$ cat src/hw/rtl/bhed_pkg.sv
// Shared constants, codes and types for the brace hex escape decoder.
// No dependencies; compiled before every other file of the block.
package bhed_pkg;

    // Character and field widths
    localparam int CHAR_W  = 8;
    localparam int CNT_OUT_W = 16;
    localparam int LIMIT_W = 16;
    // Width of the internal decoded-character counter (range 4..32)
    localparam int CNT_W   = 16;

    // APB side
    localparam int APB_DW  = 32;
    localparam int APB_AW  = 3;
    localparam logic [LIMIT_W-1:0] LIMIT_RST = 16'hFFFF;

    // Register indexes (word address)
    localparam logic REG_OUTPUT_LIMIT = 1'b0;

    // Characters of the escape syntax
    localparam logic [CHAR_W-1:0] CH_OPEN  = 8'h7B;
    localparam logic [CHAR_W-1:0] CH_CLOSE = 8'h7D;
    localparam logic [CHAR_W-1:0] CH_D0    = 8'h30;
    localparam logic [CHAR_W-1:0] CH_D9    = 8'h39;
    localparam logic [CHAR_W-1:0] CH_UA    = 8'h41;
    localparam logic [CHAR_W-1:0] CH_UF    = 8'h46;

    // Result status codes
    typedef enum logic [1:0] {
        ST_BYTE  = 2'd0,
        ST_ERROR = 2'd1,
        ST_SKIP_END = 2'd2
    } t_status;

    // One result of the parser
    typedef struct packed {
        logic                 valid;
        logic [CHAR_W-1:0]    decoded_byte;
        t_status              status;
        logic [CNT_OUT_W-1:0] decoded_count;
        logic                 end_of_message;
    } t_result;

endpackage

$ cat src/hw/rtl/bhed_if.sv
// Valid/ready channel interfaces for the character input and the result output.
// Depends on bhed_pkg for field widths.
interface bhed_char_if;
    logic                          valid;
    logic                          ready;
    logic [bhed_pkg::CHAR_W-1:0]   in_char;
    logic                          last_char;

    modport source (output valid, output in_char, output last_char, input ready);
    modport sink   (input valid, input in_char, input last_char, output ready);
endinterface

interface bhed_res_if;
    logic                            valid;
    logic                            ready;
    logic [bhed_pkg::CHAR_W-1:0]     decoded_byte;
    logic [1:0]                      status;
    logic [bhed_pkg::CNT_OUT_W-1:0]  decoded_count;
    logic                            end_of_message;

    modport source (output valid, output decoded_byte, output status,
                    output decoded_count, output end_of_message, input ready);
    modport sink   (input valid, input decoded_byte, input status,
                    input decoded_count, input end_of_message, output ready);
endinterface

$ cat src/hw/rtl/bhed_parse.sv
// Escape parser: phase state machine, hex digit assembly and decoded-character count.
// Depends on bhed_pkg.
module bhed_parse (
    input  logic                            i_clk,
    input  logic                            i_rst_n,
    input  logic                            i_step,
    input  logic [bhed_pkg::CHAR_W-1:0]     i_in_char,
    input  logic                            i_last_char,
    input  logic [bhed_pkg::LIMIT_W-1:0]    i_limit,
    output bhed_pkg::t_result               o_res
);
    import bhed_pkg::*;

    typedef enum logic [2:0] {
        PH_TEXT,
        PH_OPEN,
        PH_HEX1,
        PH_HEX2,
        PH_SKIP
    } t_phase;

    localparam logic [31:0] CNT_MAX = 32'((64'd1 << CNT_W) - 64'd1);

    t_phase            r_phase, n_phase;
    logic [3:0]        r_partial, n_partial;
    logic [7:0]        r_pending, n_pending;
    logic [CNT_W-1:0]  r_count, n_count;

    logic [31:0]       eff_limit;
    logic              at_limit;
    logic              is_digit, is_upper, is_hex;
    logic [3:0]        hex_val;
    t_phase            cur_phase;
    logic              res_byte, res_err, res_end;
    logic [CHAR_W-1:0] byte_val;

    // Limit clipped to what the counter can hold
    always_comb begin
        eff_limit = (32'(i_limit) > CNT_MAX) ? CNT_MAX : 32'(i_limit);
        at_limit  = (32'(r_count) >= eff_limit);
    end

    // Upper-case hex digit decode
    always_comb begin
        is_digit = (i_in_char >= CH_D0) && (i_in_char <= CH_D9);
        is_upper = (i_in_char >= CH_UA) && (i_in_char <= CH_UF);
        is_hex   = is_digit || is_upper;
        if (is_upper) begin
            hex_val = 4'(i_in_char - CH_UA + 8'd10);
        end else begin
            hex_val = 4'(i_in_char - CH_D0);
        end
    end

    // Next state and result for the item in hand
    always_comb begin
        cur_phase = (r_phase != PH_SKIP && at_limit) ? PH_SKIP : r_phase;
        n_phase   = cur_phase;
        n_partial = r_partial;
        n_pending = r_pending;
        n_count   = r_count;
        res_byte  = 1'b0;
        res_err   = 1'b0;
        res_end   = 1'b0;
        byte_val  = '0;

        case (cur_phase)
            PH_TEXT: begin
                if (i_in_char == CH_OPEN) begin
                    n_phase = PH_OPEN;
                end else begin
                    res_byte = 1'b1;
                    byte_val = i_in_char;
                end
            end
            PH_OPEN: begin
                if (i_in_char == CH_OPEN) begin
                    res_byte = 1'b1;
                    byte_val = CH_OPEN;
                    n_phase  = PH_TEXT;
                end else if (is_hex) begin
                    n_partial = hex_val;
                    n_phase   = PH_HEX1;
                end else begin
                    res_err = 1'b1;
                end
            end
            PH_HEX1: begin
                if (is_hex) begin
                    n_pending = {r_partial, hex_val};
                    n_phase   = PH_HEX2;
                end else begin
                    res_err = 1'b1;
                end
            end
            PH_HEX2: begin
                if (i_in_char == CH_CLOSE) begin
                    res_byte = 1'b1;
                    byte_val = r_pending;
                    n_phase  = PH_TEXT;
                end else begin
                    res_err = 1'b1;
                end
            end
            default: begin
                n_phase = PH_SKIP;
                res_end = i_last_char;
            end
        endcase

        if (res_err) begin
            n_phase = PH_SKIP;
        end else if (res_byte) begin
            n_count = r_count + 1'b1;
        end else if (!res_end && i_last_char && n_phase != PH_TEXT) begin
            // message ends inside an escape
            res_err = 1'b1;
        end

        o_res.valid          = res_byte || res_err || res_end;
        o_res.decoded_byte   = byte_val;
        o_res.status         = res_byte ? ST_BYTE : (res_err ? ST_ERROR : ST_SKIP_END);
        o_res.decoded_count  = CNT_OUT_W'(n_count);
        o_res.end_of_message = i_last_char;

        // back to a clean message after its last character
        if (i_last_char && o_res.valid) begin
            n_phase   = PH_TEXT;
            n_partial = '0;
            n_pending = '0;
            n_count   = '0;
        end
    end

    // Parser state
    always_ff @(posedge i_clk) begin
        if (!i_rst_n) begin
            r_phase   <= PH_TEXT;
            r_partial <= '0;
            r_pending <= '0;
            r_count   <= '0;
        end else if (i_step) begin
            r_phase   <= n_phase;
            r_partial <= n_partial;
            r_pending <= n_pending;
            r_count   <= n_count;
        end
    end

endmodule

$ cat src/hw/rtl/brace_hex_escape_decoder.sv
// Brace hex escape decoder: one character per cycle in while the result output is not stalled, zero or one result out.
// An input transfer reaches result valid through the input register, the parser and the result register.
// A new character is taken while the last one moves on, as long as the result output is not stalled.
// Reset (synchronous, active low): parser back to normal text, count zero,
// output_limit back to 65535, both pipeline registers empty.
// Depends on bhed_pkg, bhed_if (bhed_char_if, bhed_res_if) and bhed_parse.
module brace_hex_escape_decoder (
    input  logic                            i_clk,
    input  logic                            i_rst_n,
    bhed_char_if.sink                       i_in,
    bhed_res_if.source                      o_out,
    input  logic                            psel,
    input  logic                            penable,
    input  logic                            pwrite,
    input  logic [bhed_pkg::APB_AW-1:0]     paddr,
    input  logic [bhed_pkg::APB_DW-1:0]     pwdata,
    output logic [bhed_pkg::APB_DW-1:0]     prdata,
    output logic                            pready
);
    import bhed_pkg::*;

    logic [LIMIT_W-1:0]  r_limit;
    logic                r_in_vld;
    logic [CHAR_W-1:0]   r_in_char;
    logic                r_in_last;
    logic                r_out_vld;
    t_result             r_out;
    t_result             parse_res;
    logic                out_free;
    logic                step;
    logic                cfg_wr;

    // Configuration register
    assign pready = 1'b1;
    assign cfg_wr = psel && penable && pwrite;

    always_ff @(posedge i_clk) begin
        if (!i_rst_n) begin
            r_limit <= LIMIT_RST;
        end else if (cfg_wr && paddr[APB_AW-1] == REG_OUTPUT_LIMIT) begin
            r_limit <= pwdata[LIMIT_W-1:0];
        end
    end

    always_comb begin
        prdata = '0;
        if (paddr[APB_AW-1] == REG_OUTPUT_LIMIT) begin
            prdata = APB_DW'(r_limit);
        end
    end

    // Pipeline flow control
    assign out_free   = !r_out_vld || o_out.ready;
    assign step       = r_in_vld && out_free;
    assign i_in.ready = !r_in_vld || out_free;

    // Input register
    always_ff @(posedge i_clk) begin
        if (!i_rst_n) begin
            r_in_vld <= 1'b0;
        end else if (i_in.ready) begin
            r_in_vld <= i_in.valid;
        end
    end

    always_ff @(posedge i_clk) begin
        if (i_in.valid && i_in.ready) begin
            r_in_char <= i_in.in_char;
            r_in_last <= i_in.last_char;
        end
    end

    bhed_parse u_parse (
        .i_clk       (i_clk),
        .i_rst_n     (i_rst_n),
        .i_step      (step),
        .i_in_char   (r_in_char),
        .i_last_char (r_in_last),
        .i_limit     (r_limit),
        .o_res       (parse_res)
    );

    // Result register
    always_ff @(posedge i_clk) begin
        if (!i_rst_n) begin
            r_out_vld <= 1'b0;
        end else if (step && parse_res.valid) begin
            r_out_vld <= 1'b1;
        end else if (o_out.ready) begin
            r_out_vld <= 1'b0;
        end
    end

    always_ff @(posedge i_clk) begin
        if (step && parse_res.valid) begin
            r_out <= parse_res;
        end
    end

    assign o_out.valid          = r_out_vld;
    assign o_out.decoded_byte   = r_out.decoded_byte;
    assign o_out.status         = r_out.status;
    assign o_out.decoded_count  = r_out.decoded_count;
    assign o_out.end_of_message = r_out.end_of_message;

endmodule
$ cat src/flat_wrapper.sv
// flat-port wrapper written by rule: the top's interface ports become plain ports
module brace_hex_escape_decoder_flat import bhed_pkg::*;
  (i_clk, i_rst_n, psel, penable, pwrite, paddr, pwdata, prdata, pready, i_in_valid, i_in_in_char, i_in_last_char, i_in_ready, o_out_valid, o_out_decoded_byte, o_out_status, o_out_decoded_count, o_out_end_of_message, o_out_ready);
  bhed_char_if i_in_i ();
  bhed_res_if o_out_i ();
  input  logic i_clk;
  input  logic i_rst_n;
  input  logic psel;
  input  logic penable;
  input  logic pwrite;
  input  logic [bhed_pkg::APB_AW-1:0] paddr;
  input  logic [bhed_pkg::APB_DW-1:0] pwdata;
  output logic [bhed_pkg::APB_DW-1:0] prdata;
  output logic pready;
  input wire logic [$bits(i_in_i.valid)-1:0] i_in_valid;
  input wire logic [$bits(i_in_i.in_char)-1:0] i_in_in_char;
  input wire logic [$bits(i_in_i.last_char)-1:0] i_in_last_char;
  output wire logic [$bits(i_in_i.ready)-1:0] i_in_ready;
  output wire logic [$bits(o_out_i.valid)-1:0] o_out_valid;
  output wire logic [$bits(o_out_i.decoded_byte)-1:0] o_out_decoded_byte;
  output wire logic [$bits(o_out_i.status)-1:0] o_out_status;
  output wire logic [$bits(o_out_i.decoded_count)-1:0] o_out_decoded_count;
  output wire logic [$bits(o_out_i.end_of_message)-1:0] o_out_end_of_message;
  input wire logic [$bits(o_out_i.ready)-1:0] o_out_ready;
  assign i_in_i.valid = i_in_valid;
  assign i_in_i.in_char = i_in_in_char;
  assign i_in_i.last_char = i_in_last_char;
  assign i_in_ready = i_in_i.ready;
  assign o_out_valid = o_out_i.valid;
  assign o_out_decoded_byte = o_out_i.decoded_byte;
  assign o_out_status = o_out_i.status;
  assign o_out_decoded_count = o_out_i.decoded_count;
  assign o_out_end_of_message = o_out_i.end_of_message;
  assign o_out_i.ready = o_out_ready;
  brace_hex_escape_decoder u_core (.i_clk(i_clk), .i_rst_n(i_rst_n), .i_in(i_in_i), .o_out(o_out_i), .psel(psel), .penable(penable), .pwrite(pwrite), .paddr(paddr), .pwdata(pwdata), .prdata(prdata), .pready(pready));
endmodule
$ cat config.mk
export PLATFORM = sky130hd
export DESIGN_NAME = brace_hex_escape_decoder_flat
export DESIGN_NICKNAME = d
export VERILOG_FILES = /design/src/hw/rtl/bhed_pkg.sv /design/src/hw/rtl/bhed_if.sv /design/src/hw/rtl/bhed_parse.sv /design/src/hw/rtl/brace_hex_escape_decoder.sv /design/src/flat_wrapper.sv
export SDC_FILE = /design/constraint.sdc
export NUM_CORES = 1
export LEC_CHECK = 0
export ABC_CLOCK_PERIOD_IN_PS = 5050
export BUFFER_PORTS_ARGS = -buffer_cell sky130_fd_sc_hd__buf_2
export CORE_UTILIZATION = 54
export CTS_CLUSTER_DIAMETER = 50
export DETAILED_ROUTE_END_ITERATION = 8
export GPL_ROUTABILITY_DRIVEN = 0
export GPL_TIMING_DRIVEN = 0
export MAX_ROUTING_LAYER = met4
export PLACE_DENSITY = 0.8
export RECOVER_POWER = 25
export SYNTH_ARGS = -nofsm -noshare
export SYNTH_HDL_FRONTEND = slang
export SYNTH_HIERARCHICAL = 1
export SYNTH_SLANG_ARGS = --single-unit
export TNS_END_PERCENT = 50
$ cat constraint.sdc
create_clock -name i_clk -period 5.05 [get_ports i_clk]
set_input_delay 1.01 -clock i_clk [delete_from_list [all_inputs] [get_ports i_clk]]
set_output_delay 1.01 -clock i_clk [all_outputs]
set_load 0.02 [all_outputs]
==> metrics.txt <==
highest clock rate=around 290 MHz; drt total wl=about 10000 um; ratio of routed vias to standard cells=~5.6; CTS H-tree depth=3; setup fix buffers added after clock tree synthesis=0; Initial Util=0.567; Clk Latency, worst-skew pair=about 0.35 ns; via count of the first global-routing pass=between 3000 and 4000; Yosys reg bits=85; area of the mapped netlist=between 4000 and 5000 um^2; Worst setup SP type=flip-flop; Hold Fails Final Rpt=0; fraction of registers with async set or reset after synthesis=0; final setup skew=~0.012 ns; biggest fanout along the worst timing path=20; filler cell count in the final layout=around 700; buffer type at the clock tree root=clkbuf_8; status=finished, final reports clean; hold path startpoint=u_core/u_parse/r_partial[0]$_SDFFE_PN0P_; wire length per cell after detailed routing=roughly 15 um; data required time at the worst endpoint=roughly 5.1 ns; Port-buffer cells=between 70 and 80; number of buffers between clock root and the deepest sink=2; die area=just over 9000 um^2; Synth cell types=64; post-route core utilization=0.658; layout cells sized above 1=0.220; DRC violation total after the first TritonRoute iteration=340; length in cells of the worst reg-to-reg path=10; share of the yosys chip area belonging to registers=0.434; CTS clk-pin slew, worst paths=approximately 0.080 ns; commonest register cell after synthesis=dfxtp_1; Hold Path Sink=u_core/u_parse/r_partial[0]$_SDFFE_PN0P_; count of unresolved DRC violations after routing=0; net count of the finished layout=about 650; Final Instance Count excl. Fillers=just under 700; minimum clock period after layout=3.49 ns; overall fraction of global-route tracks in use=0.239; count of pins over their slew limit=0; remaining antenna violation count after routing=0; setup slack of the worst register-to-register path=about 1.6 ns; floorplan die width=95.8 um; post-route clock period utilization=0.690; total vias in the final route=around 3800; core region area=roughly 8400 um^2; Std-Cell Rows=33; dominant cells by area after synthesis=edfxtp_1, dfxtp_1, nor2b_1; Slew HR=0.515; overflow left after global routing=0; Num Clock Sinks=85; TritonCTS clock tree=built; Setup crit end kind=flip-flop; clock buffers created by TritonCTS=9; Critical R2R Capture=u_core/o_out.decoded_count[1]$_DFFE_PP_; setup total negative slack=0 ns; setup repair after global routing missed its margin=no; final count of negative-setup-slack endpoints=0; worst min-delay path category=reg -> reg; critical path class=reg -> reg; height of the chip=roughly 96 um; first-pass detailed-route iteration total=5; static power due to leakage=approximately 2.4 nW; Mapped Cells=479; wire length of the first global-routing pass=approximately 17000 um; Resize count post-CTS=0; pin slew with the least headroom to its limit=around 0.72 ns; arrival time at the worst endpoint=between 3 and 4 ns; power density cells=about 240 nW/um^2; number of enable flip-flop cells after synthesis=36; yosys warns=6; initial antenna violation count=0; largest net degree at the start of global routing=21; Maximum Capacitance Violations=0; placed insts=677; Area Growth Syn to Fin=16.0%; post-synth top area share=0.227; source of the worst register-to-register timing path=u_core/u_parse/r_count[13]$_SDFFE_PN0P_; Worst IR Drop VDD=between 100 and 150 uV; number of buffers inserted for hold repair after clock tree synthesis=0; average cell area after synthesis=approximately 9.9 um^2; Inserted Diodes=0; number of instances on the worst hold path=1; half-perimeter wire length of the detailed placement result=between 7000 and 8000 um; library cell with the largest summed area after synthesis=edfxtp_1; Boundary Pins=113
[registers in the layout (all words and copies together), names as in the netlist, 2 cells and up]
signal / cells
u_core/r_limit: 16
u_core/o_out.decoded_count: 16
u_core/u_parse/r_count: 16
u_core/o_out.decoded_byte: 8
u_core/u_parse/r_pending: 8
u_core/u_parse/r_partial: 4
u_core/r_in_char: 8
u_core/o_out.status: 2
u_core/u_parse/r_phase: 3
[metrics by stage]
stage	total power [W]	worst slack, ns	hold WS [ns]	area (um^2)
2_1_floorplan	0.000864	1.35	0.433	4810
3_3_place_gp	0.000910	0.637	0.448	5330
3_5_place_dp	0.000917	1.66	0.450	5360
4_1_cts	0.00133	1.63	0.473	5520
5_1_grt	0.00137	1.40	0.482	5510
6_report	0.00132	1.56	0.471	5510
[cells in the final DEF (no fill, tap or decap), drive strengths merged, types with 3 or more instances in the layout]
cell type / count
a211o: 3
a21boi: 3
a21o: 4
a21oi: 16
a22o: 4
a22oi: 9
a31oi: 13
a41oi: 3
and2b: 6
and3: 6
and4: 4
buf: 96
clkbuf: 34
conb: 17
dfxtp: 49
edfxtp: 36
ha: 20
inv: 26
mux2i: 17
nand2: 34
nand2b: 4
nand3: 9
nand4: 6
nor2: 26
nor2b: 47
nor4: 3
o211ai: 13
o21a: 5
o21ai: 4
o2bb2ai: 8
or4: 12
xnor2: 4
xor2: 13
[routing by layer]
metal  GRT usage  up-vias  routed length [um]
li1            -     1900                   -
met1       0.337     1746                4850
met2       0.356      183                4540
met3      0.0197       15                 683
met4      0.0908        0                 148
met5           -        -                   0
[how the worst max path moves through the flow]
stage / from / end / cells after the start
floorplan: u_core/r_limit[13]$_SDFFE_PN1P_ / u_core/o_out.decoded_byte[0]$_DFFE_PP_ / 10
global placement: u_core/u_parse/r_count[13]$_SDFFE_PN0P_ / u_core/o_out.decoded_count[1]$_DFFE_PP_ / 9
detailed placement: u_core/u_parse/r_count[13]$_SDFFE_PN0P_ / u_core/o_out.decoded_count[1]$_DFFE_PP_ / 10
CTS: u_core/u_parse/r_count[13]$_SDFFE_PN0P_ / u_core/o_out.decoded_count[1]$_DFFE_PP_ / 10
global route: u_core/u_parse/r_count[13]$_SDFFE_PN0P_ / u_core/o_out.decoded_count[5]$_DFFE_PP_ / 10
finish: u_core/u_parse/r_count[13]$_SDFFE_PN0P_ / u_core/o_out.decoded_count[1]$_DFFE_PP_ / 10
[area by class of cell]
type                       count  area [um^2]  area share
multi-input combinational    342         2390       0.433
sequential                    85         2060       0.374
buffer                        41          265      0.0481
tap                          105          131      0.0238
clock buffer                  11          141      0.0256
timing repair buffer          78          405      0.0735
inverter                      26         97.6      0.0177
clock inverter                 4         25.0     0.00454
[Yosys cell counts (all sizes together) (2+ instances only)]
cell,count
a211o,3
a211oi,2
a21boi,3
a21o,4
a21oi,16
a221oi,2
a22o,4
a22oi,9
a31oi,13
a41oi,3
and2,2
and2b,6
and3,6
and4,4
and4b,2
buf,25
clkbuf,16
conb,2
dfxtp,49
edfxtp,36
ha,20
inv,26
mux2i,17
nand2,34
nand2b,4
nand3,9
nand3b,2
nand4,6
nor2,26
nor2b,47
nor3,2
nor3b,2
nor4,3
o211ai,13
o21a,5
o21ai,4
o2bb2ai,8
or2,2
or4,12
xnor2,4
xor2,13
[critical path, stage by stage (launching register included)]
cell and delay, ns:
dfxtp_1 0.47, ha_1 0.30, a21o_1 0.18, a21o_1 0.18, a221oi_2 0.41, o21a_1 0.26, clkbuf_1 0.40, a21o_1 0.19
nand2_1 0.07, nor2b_2 0.49, buf_16 0.23
[report_power, final]
part / total, W / switching (W) / internal (W) / leakage [nW]
clock network: 0.000421 / 0.000233 / 0.000188 / 0.0812
registers: 0.000746 / 0.0000122 / 0.000734 / 0.741
logic: 0.000156 / 0.0000945 / 0.0000615 / 1.62
total: 0.00132 / 0.000340 / 0.000983 / 2.44
[kinds of logic after synthesis]
kind of cell / synth area share
AOI/OAI and AO/OA: 0.158
xor gates and xnor gates: 0.0313
adders and majority gates: 0.0527
buffers and inverters: 0.0764
DFF: 0.434
muxes: 0.0382
other: 0.00158
and+or+nand+nor: 0.208
Power figures use the tool's default switching activity.
